**src/hdl/assert_macros.svh**
```systemverilog
// Assertion macros shared by the positional byte list RTL.
// Needs a clock named clk and a reset named rst in the including scope.
`ifndef ASSERT_MACROS_SVH
`define ASSERT_MACROS_SVH

// Property checked on every rising edge outside reset.
`define ASSERT_CLK(label, prop, msg) \
  label: assert property (@(posedge clk) disable iff (rst) (prop)) else $error(msg);

// Condition that must never hold outside reset.
`define ASSERT_NEVER(label, cond, msg) \
  label: assert property (@(posedge clk) disable iff (rst) !(cond)) else $error(msg);

`endif

```
**src/hdl/pbl_pkg.sv**
```systemverilog
// Types and constants of the positional byte list.
// No dependencies.
`timescale 1ns / 1ps
package pbl_pkg;
  localparam int FUNC_W = 3;
  localparam int POS_W  = 9;
  localparam int DATA_W = 8;
  localparam int STAT_W = 2;
  localparam int LEN_W  = 9;
  localparam int MEM_AW_MAX = 12;

  localparam logic [FUNC_W-1:0] FUNC_PUSH   = 3'd0;
  localparam logic [FUNC_W-1:0] FUNC_INSERT = 3'd1;
  localparam logic [FUNC_W-1:0] FUNC_GET    = 3'd2;
  localparam logic [FUNC_W-1:0] FUNC_SET    = 3'd3;
  localparam logic [FUNC_W-1:0] FUNC_DELETE = 3'd4;

  localparam logic [STAT_W-1:0] ST_OK     = 2'd0;
  localparam logic [STAT_W-1:0] ST_EMPTY  = 2'd1;
  localparam logic [STAT_W-1:0] ST_BADPOS = 2'd2;
  localparam logic [STAT_W-1:0] ST_FULL   = 2'd3;

  typedef struct packed {
    logic                  we;
    logic [MEM_AW_MAX-1:0] waddr;
    logic [DATA_W-1:0]     wdata;
    logic [MEM_AW_MAX-1:0] raddr;
  } pbl_mem_req_t;
endpackage

```
**src/hdl/pbl_req_if.sv**
```systemverilog
// Request channel of the positional byte list.
// Depends on pbl_pkg.
`timescale 1ns / 1ps
interface pbl_req_if import pbl_pkg::*; ();
  logic              valid;
  logic              ready;
  logic [FUNC_W-1:0] func;
  logic [POS_W-1:0]  position;
  logic [DATA_W-1:0] data_in;

  modport source (output valid, output func, output position, output data_in, input ready);
  modport sink   (input valid, input func, input position, input data_in, output ready);
endinterface

```
**src/hdl/pbl_rsp_if.sv**
```systemverilog
// Result channel of the positional byte list.
// Depends on pbl_pkg.
`timescale 1ns / 1ps
interface pbl_rsp_if import pbl_pkg::*; ();
  logic              valid;
  logic              ready;
  logic [DATA_W-1:0] data_out;
  logic [STAT_W-1:0] status;
  logic [LEN_W-1:0]  length;

  modport source (output valid, output data_out, output status, output length, input ready);
  modport sink   (input valid, input data_out, input status, input length, output ready);
endinterface

```
**src/hdl/pbl_store.sv**
```systemverilog
// Element store: one write port, one read port, registered read data.
// Depends on pbl_pkg.
`timescale 1ns / 1ps
module pbl_store import pbl_pkg::*; #(
  parameter int DEPTH = 256,
  parameter int AW    = 8
) (
  input  logic              clk,
  input  pbl_mem_req_t      mem_req,
  output logic [DATA_W-1:0] rdata
);
  logic [DATA_W-1:0] mem [DEPTH];

  always_ff @(posedge clk) begin
    if (mem_req.we) begin
      mem[mem_req.waddr[AW-1:0]] <= mem_req.wdata;
    end
    rdata <= mem[mem_req.raddr[AW-1:0]];
  end
endmodule

```
**src/hdl/positional_byte_list_unit.sv**
```systemverilog
// Positional byte list: sequencer around the element store.
// Depends on pbl_pkg, pbl_req_if, pbl_rsp_if, pbl_store, assert_macros.svh.
//
//   channel  dir  word
//   req      in   func, position, data_in
//   rsp      out  data_out, status, length
//
// Errors, set and push into an empty list: the result is registered at acceptance.
// Get: through S_GET. Insert/push: S_SHUP, then S_INS; delete: S_DEL, then S_SHDN
// while elements follow. Elements move one per cycle through the store's port pair.
// One word in flight; req is taken while idle and the result register is free
// or being emptied. Synchronous reset empties the list; no store clearing.
`timescale 1ns / 1ps
`include "assert_macros.svh"
module positional_byte_list_unit import pbl_pkg::*; #(
  parameter int CAPACITY = 256
) (
  input logic    clk,
  input logic    rst,
  pbl_req_if.sink   req,
  pbl_rsp_if.source rsp
);
  localparam int AW  = $clog2(CAPACITY);
  localparam int CW  = $clog2(CAPACITY + 1);
  localparam int CW1 = CW + 1;
  localparam int XW  = (CW > POS_W) ? CW : POS_W;

  localparam logic [2:0] S_IDLE = 3'd0;
  localparam logic [2:0] S_GET  = 3'd1;
  localparam logic [2:0] S_SHUP = 3'd2;
  localparam logic [2:0] S_INS  = 3'd3;
  localparam logic [2:0] S_DEL  = 3'd4;
  localparam logic [2:0] S_SHDN = 3'd5;

  logic [2:0]        state, state_next;
  logic [CW-1:0]     count, count_next;
  logic [AW-1:0]     k, k_next;
  logic [AW-1:0]     at, at_next;
  logic [DATA_W-1:0] val, val_next;
  logic              out_valid, out_valid_next;
  logic [DATA_W-1:0] out_data, out_data_next;
  logic [STAT_W-1:0] out_status, out_status_next;

  pbl_mem_req_t      mem_req;
  logic [DATA_W-1:0] rdata;

  logic              fire, full, empty, pos_ok;
  logic [XW-1:0]     pos_x, cnt_x;
  logic [AW-1:0]     at_req, k_m1;
  logic [CW1-1:0]    cnt_w;
  logic [CW+LEN_W-1:0] len_ext;

  pbl_store #(.DEPTH(CAPACITY), .AW(AW)) u_store (
    .clk     (clk),
    .mem_req (mem_req),
    .rdata   (rdata)
  );

  assign req.ready = (state == S_IDLE) && (!out_valid || rsp.ready);
  assign fire      = req.valid && req.ready;
  assign full      = (count == CW'(CAPACITY));
  assign empty     = (count == '0);
  assign pos_x     = XW'(req.position);
  assign cnt_x     = XW'(count);
  assign pos_ok    = (pos_x != '0) && (pos_x <= cnt_x);
  assign at_req    = AW'(req.position - 1'b1);
  assign k_m1      = k - 1'b1;
  assign cnt_w     = CW1'(count);
  assign len_ext   = {{LEN_W{1'b0}}, count};

  assign rsp.valid    = out_valid;
  assign rsp.data_out = out_data;
  assign rsp.status   = out_status;
  assign rsp.length   = len_ext[LEN_W-1:0];

  always_comb begin
    state_next      = state;
    count_next      = count;
    k_next          = k;
    at_next         = at;
    val_next        = val;
    out_valid_next  = out_valid && !rsp.ready;
    out_data_next   = out_data;
    out_status_next = out_status;
    mem_req         = '0;

    unique case (state)
      S_IDLE: begin
        if (fire) begin
          out_data_next   = '0;
          out_status_next = ST_OK;
          val_next        = req.data_in;
          if (req.func == FUNC_PUSH) begin
            at_next = '0;
            if (full) begin
              out_valid_next  = 1'b1;
              out_status_next = ST_FULL;
            end else if (empty) begin
              mem_req.we     = 1'b1;
              mem_req.waddr  = '0;
              mem_req.wdata  = req.data_in;
              count_next     = count + 1'b1;
              out_valid_next = 1'b1;
            end else begin
              mem_req.raddr = MEM_AW_MAX'(count - 1'b1);
              k_next        = AW'(count);
              state_next    = S_SHUP;
            end
          end else if (req.func > FUNC_DELETE) begin
            out_valid_next  = 1'b1;
            out_status_next = ST_BADPOS;
          end else if (empty) begin
            out_valid_next  = 1'b1;
            out_status_next = ST_EMPTY;
          end else if (!pos_ok) begin
            out_valid_next  = 1'b1;
            out_status_next = ST_BADPOS;
          end else begin
            at_next = at_req;
            case (req.func)
              FUNC_INSERT: begin
                if (full) begin
                  out_valid_next  = 1'b1;
                  out_status_next = ST_FULL;
                end else begin
                  mem_req.raddr = MEM_AW_MAX'(count - 1'b1);
                  k_next        = AW'(count);
                  state_next    = S_SHUP;
                end
              end
              FUNC_GET: begin
                mem_req.raddr = MEM_AW_MAX'(at_req);
                state_next    = S_GET;
              end
              FUNC_SET: begin
                mem_req.we     = 1'b1;
                mem_req.waddr  = MEM_AW_MAX'(at_req);
                mem_req.wdata  = req.data_in;
                out_valid_next = 1'b1;
              end
              default: begin
                mem_req.raddr = MEM_AW_MAX'(at_req);
                state_next    = S_DEL;
              end
            endcase
          end
        end
      end
      S_GET: begin
        out_valid_next = 1'b1;
        out_data_next  = rdata;
        state_next     = S_IDLE;
      end
      S_SHUP: begin
        mem_req.we    = 1'b1;
        mem_req.waddr = MEM_AW_MAX'(k);
        mem_req.wdata = rdata;
        if (k_m1 != at) begin
          mem_req.raddr = MEM_AW_MAX'(k_m1 - 1'b1);
          k_next        = k_m1;
        end else begin
          state_next = S_INS;
        end
      end
      S_INS: begin
        mem_req.we     = 1'b1;
        mem_req.waddr  = MEM_AW_MAX'(at);
        mem_req.wdata  = val;
        count_next     = count + 1'b1;
        out_valid_next = 1'b1;
        state_next     = S_IDLE;
      end
      S_DEL: begin
        val_next = rdata;
        if ((CW1'(at) + 1'b1) < cnt_w) begin
          mem_req.raddr = MEM_AW_MAX'(at) + 1'b1;
          k_next        = at;
          state_next    = S_SHDN;
        end else begin
          count_next     = count - 1'b1;
          out_valid_next = 1'b1;
          out_data_next  = rdata;
          state_next     = S_IDLE;
        end
      end
      S_SHDN: begin
        mem_req.we    = 1'b1;
        mem_req.waddr = MEM_AW_MAX'(k);
        mem_req.wdata = rdata;
        if ((CW1'(k) + 2'd2) < cnt_w) begin
          mem_req.raddr = MEM_AW_MAX'(k) + 2'd2;
          k_next        = k + 1'b1;
        end else begin
          count_next     = count - 1'b1;
          out_valid_next = 1'b1;
          out_data_next  = val;
          state_next     = S_IDLE;
        end
      end
      default: begin
        state_next = S_IDLE;
      end
    endcase
  end

  always_ff @(posedge clk) begin
    if (rst) begin
      state     <= S_IDLE;
      count     <= '0;
      out_valid <= 1'b0;
    end else begin
      state     <= state_next;
      count     <= count_next;
      out_valid <= out_valid_next;
    end
    k          <= k_next;
    at         <= at_next;
    val        <= val_next;
    out_data   <= out_data_next;
    out_status <= out_status_next;
  end

  `ASSERT_CLK(a_count_cap, count <= CW'(CAPACITY), "element count above capacity")
  `ASSERT_CLK(a_ready_idle, req.ready |-> (state == S_IDLE), "request taken while busy")
  `ASSERT_NEVER(a_busy_result, (state != S_IDLE) && out_valid, "result pending during op")
  `ASSERT_CLK(a_wr_bound, mem_req.we |-> (CW1'(mem_req.waddr) <= cnt_w), "write past list end")
  `ASSERT_CLK(a_len_step, (state == S_INS) |=> (count == $past(count) + 1'b1), "insert length")
endmodule

```
**src/flat_wrapper.sv**
```systemverilog
// flat-port wrapper written by rule: the top's interface ports become plain ports
module positional_byte_list_unit_flat import pbl_pkg::*;
#(
  parameter int CAPACITY = 256
)
  (clk, rst, req_valid, req_func, req_position, req_data_in, req_ready, rsp_valid, rsp_data_out, rsp_status, rsp_length, rsp_ready);
  pbl_req_if req_i ();
  pbl_rsp_if rsp_i ();
  input logic clk;
  input logic rst;
  input wire logic [$bits(req_i.valid)-1:0] req_valid;
  input wire logic [$bits(req_i.func)-1:0] req_func;
  input wire logic [$bits(req_i.position)-1:0] req_position;
  input wire logic [$bits(req_i.data_in)-1:0] req_data_in;
  output wire logic [$bits(req_i.ready)-1:0] req_ready;
  output wire logic [$bits(rsp_i.valid)-1:0] rsp_valid;
  output wire logic [$bits(rsp_i.data_out)-1:0] rsp_data_out;
  output wire logic [$bits(rsp_i.status)-1:0] rsp_status;
  output wire logic [$bits(rsp_i.length)-1:0] rsp_length;
  input wire logic [$bits(rsp_i.ready)-1:0] rsp_ready;
  assign req_i.valid = req_valid;
  assign req_i.func = req_func;
  assign req_i.position = req_position;
  assign req_i.data_in = req_data_in;
  assign req_ready = req_i.ready;
  assign rsp_valid = rsp_i.valid;
  assign rsp_data_out = rsp_i.data_out;
  assign rsp_status = rsp_i.status;
  assign rsp_length = rsp_i.length;
  assign rsp_i.ready = rsp_ready;
  positional_byte_list_unit #(.CAPACITY(CAPACITY)) u_core (.clk(clk), .rst(rst), .req(req_i), .rsp(rsp_i));
endmodule
```
**config.mk**
```make
export PLATFORM = sky130hd
export DESIGN_NAME = positional_byte_list_unit_flat
export DESIGN_NICKNAME = d
export VERILOG_FILES = /design/src/hdl/pbl_pkg.sv /design/src/hdl/pbl_req_if.sv /design/src/hdl/pbl_rsp_if.sv /design/src/hdl/pbl_store.sv /design/src/hdl/positional_byte_list_unit.sv /design/src/flat_wrapper.sv
export VERILOG_INCLUDE_DIRS = /design/src /design/src/hdl
export SDC_FILE = /design/constraint.sdc
export NUM_CORES = 2
export LEC_CHECK = 0
export ABC_AREA = 1
export BUFFER_PORTS_ARGS = -buffer_cell sky130_fd_sc_hd__buf_4
export CAP_MARGIN = 20
export CELL_PAD_IN_SITES_DETAIL_PLACEMENT = 0
export CELL_PAD_IN_SITES_GLOBAL_PLACEMENT = 1
export CORE_MARGIN = 2
export CORE_UTILIZATION = 35
export DETAILED_ROUTE_END_ITERATION = 10
export GPL_TIMING_DRIVEN = 0
export PLACE_DENSITY = 0.56
export SLEW_MARGIN = 40
export SYNTH_ARGS = -nofsm -noshare
export SYNTH_HDL_FRONTEND = slang
export SYNTH_HIERARCHICAL = 1
export SYNTH_SLANG_ARGS = --single-unit
```
**constraint.sdc**
```tcl
create_clock -name clk -period 22.1 [get_ports clk]
set_clock_uncertainty 0.05 [all_clocks]
set_input_delay 1.105 -clock clk [delete_from_list [all_inputs] [get_ports clk]]
set_output_delay 1.105 -clock clk [all_outputs]
set_load 0.02 [all_outputs]
```
==> flow_summary.ini <==
[synthesis]
syn_avg_cell_area_sq_um = 11.47
syn_inst = 7702
synth_fp_nets = 7770
synth_area_sq_um = 88370
ys_warn_count = 6

[drt]
finalWirelength_microns = 399400
antenna_left = 0
drt_iter0_drc = 9366
route.detailed.drc = 0
routed_via_density = 5.700
wl_per_cell_microns = 34.25
via_count = 66463
firstDrtPassIters = 6

[floorplanning]
initial_utilization_pct = 35.19
dieArea_sq_um = 256500
core_sq_um = 251200
fp.dieW_microns = 506.5
ios = 45
rows = 184
die_h_microns = 506.5

[clocking]
cts_buffers = 226
cts-resized-gates = 0
clkTransAtPathRegs_ns = 0.06
htree_levels = 4
cts_root_buf = clkbuf_16
clockBufferDepth = 3
clk_latency_ns = 0.95
numClockSinks = 2103
cts_tree = built
post_cts_buffers = 0
postCtsHoldBufs = 0

[place]
dp.cells = 11238
dp_hpwl_microns = 291100
io_buffers = 44
gp_congestion = 0.9745
post-place-ws_ns = 15.27

[sta]
fin_crit_sh_pct = 31.92
worst_pin_slew_ns = 0.9497
finalMaxSlewViolations = 0
setup_violations = 0
worst_slack_ns = 15.05
timing.final.crit_period_ns = 7.054
rsz0062_at_grt = no
relSlewSlack_pct = 36.62
hold_violations = 0
max_clock_freq_ghz = 0.1418

[final_layout]
syn_to_final_growth_pct = 17.58
drive_gt1_share_pct = 15.19
fill_cells = 23784
multi_input_area_sq_um = 23440
final_nets = 8186
seqCellArea_sq_um = 62940
layout.cells.non_filler = 11661

[power]
leakage_nw = 37.04
peakVddDrop_v = 0.00007302
p_per_area_nw_per_um2 = 88.40

[worst_hold_path]
min_path_type = input port to flip-flop

[worst_setup_path]
critPathLaunchType = flip-flop
critPathKind = flip-flop to flip-flop
crit_fanout = 10
crit_path_end_kind = flip-flop
arrival_ns = 7.72
crit_required_ns = 22.77

[global_route]
track_usage_pct = 30.52
grt_pass1_vias = 61222
grt_max_degree = 28
grt-ovfl-total = 0
grt_pass1_wl_microns = 533300
antenna_found_initial = 33

[run_status]
status = completed

[flow_run]
maxCapViolCount = 0
## layout make-up
type	count	area share, %
timing repair buffer	188	2.733
multi-input combinational	4963	22.56
inverter	140	0.5154
antenna	3	0.007225
tap	3348	4.031
sequential	2103	60.57
clock buffer	275	5.640
clock inverter	145	1.350
buffer	496	2.592
## power breakdown
part	switching, mW	leakage [nW]	internal, mW
Sequential	0.0140	19.8	4.38
Combinational	0.798	13.8	0.239
Clock	1.66	3.51	2.09
Total	2.47	37.0	6.71
## path summary, 6_finish.rpt
kind,startpoint,end,slack [ns],cells after the start
worst max-delay path,u_core/k[1],u_core/u_store/rdata[2],15.05,25
worst min-delay path,rst,u_core/state[0],0.38,2
worst max register to register,u_core/k[1],u_core/u_store/rdata[2],15.05,25
worst min register to register,u_core/val[5],u_core/rsp.data_out[5],0.50,2
## registers in the layout, summed over array words and instances, names as in the netlist
name and flops:
u_core/rsp.valid 1, u_core/state 3, u_core/k 8, u_core/val 8, u_core/u_store/rdata 8, u_core/at 8
u_core/rsp.length 9, u_core/u_store/mem 2048, u_core/rsp.data_out 8, u_core/rsp.status 2
## per-layer routing
metal  GRT usage, %  vias up  share of wire, %
met3          6.934      751               9.8
met5              0        -             0.025
met4          14.85       16               5.7
li1               -    28198                 -
met1          41.58    33823                41
met2          45.99     3675                44
## critical path, cell delays in order, from the launching register on
cell      delay [ns]
edfxtp_1        0.37
inv_1           0.20
nor3_1          0.52
xor2_1          0.24
inv_1           0.10
ha_1            0.30
nand2_1         0.07
o21ai_0         0.42
nand2_1         0.20
nand4_4         0.16
clkinv_1        0.28
a22oi_1         0.25
o211ai_1        0.16
buf_4           0.32
inv_2           0.22
buf_2           0.48
buf_2           0.66
nand3_1         0.17
nand3_1         0.10
nand3_1         0.14
nand3_1         0.18
nand3_1         0.16
nand3_1         0.33
nand2_1         0.41
nand2_1         0.17
nand2_1         0.13
## stage by stage
step                      hold slack [ns]  power [mW]  cell area, sq um  util, %  setup TNS, ns
final                              0.3821       9.185            103900    41.37              0
after detailed placement           0.4909       5.487             96590    38.46              0
after CTS                          0.3135       9.205            103900    41.35              0
after global routing               0.3506       9.405            103900    41.37              0
after global placement             0.4840       5.499             92890    36.98        -776.58
after floorplan                    0.4705       4.971             88370        -              0
## placed cells by master (no fill, tap or decap), drive strengths merged, types with 2 or more instances in the layout
cell,count
nor2,350
xor2,26
o21a,2
o221ai,10
dfxtp,21
nand3b,2
clkinv,118
nand4,20
diode,3
xnor2,7
ha,43
o22ai,4
edfxtp,2082
o2111ai,2
a31oi,3
clkinvlp,9
bufinv,17
o211ai,12
nor3,13
a21oi,49
clkbuf,393
nand3,2052
o21ai,59
nor4,3
a22oi,15
buf,566
inv,141
nand2,2283
Power figures use the tool's default switching activity.
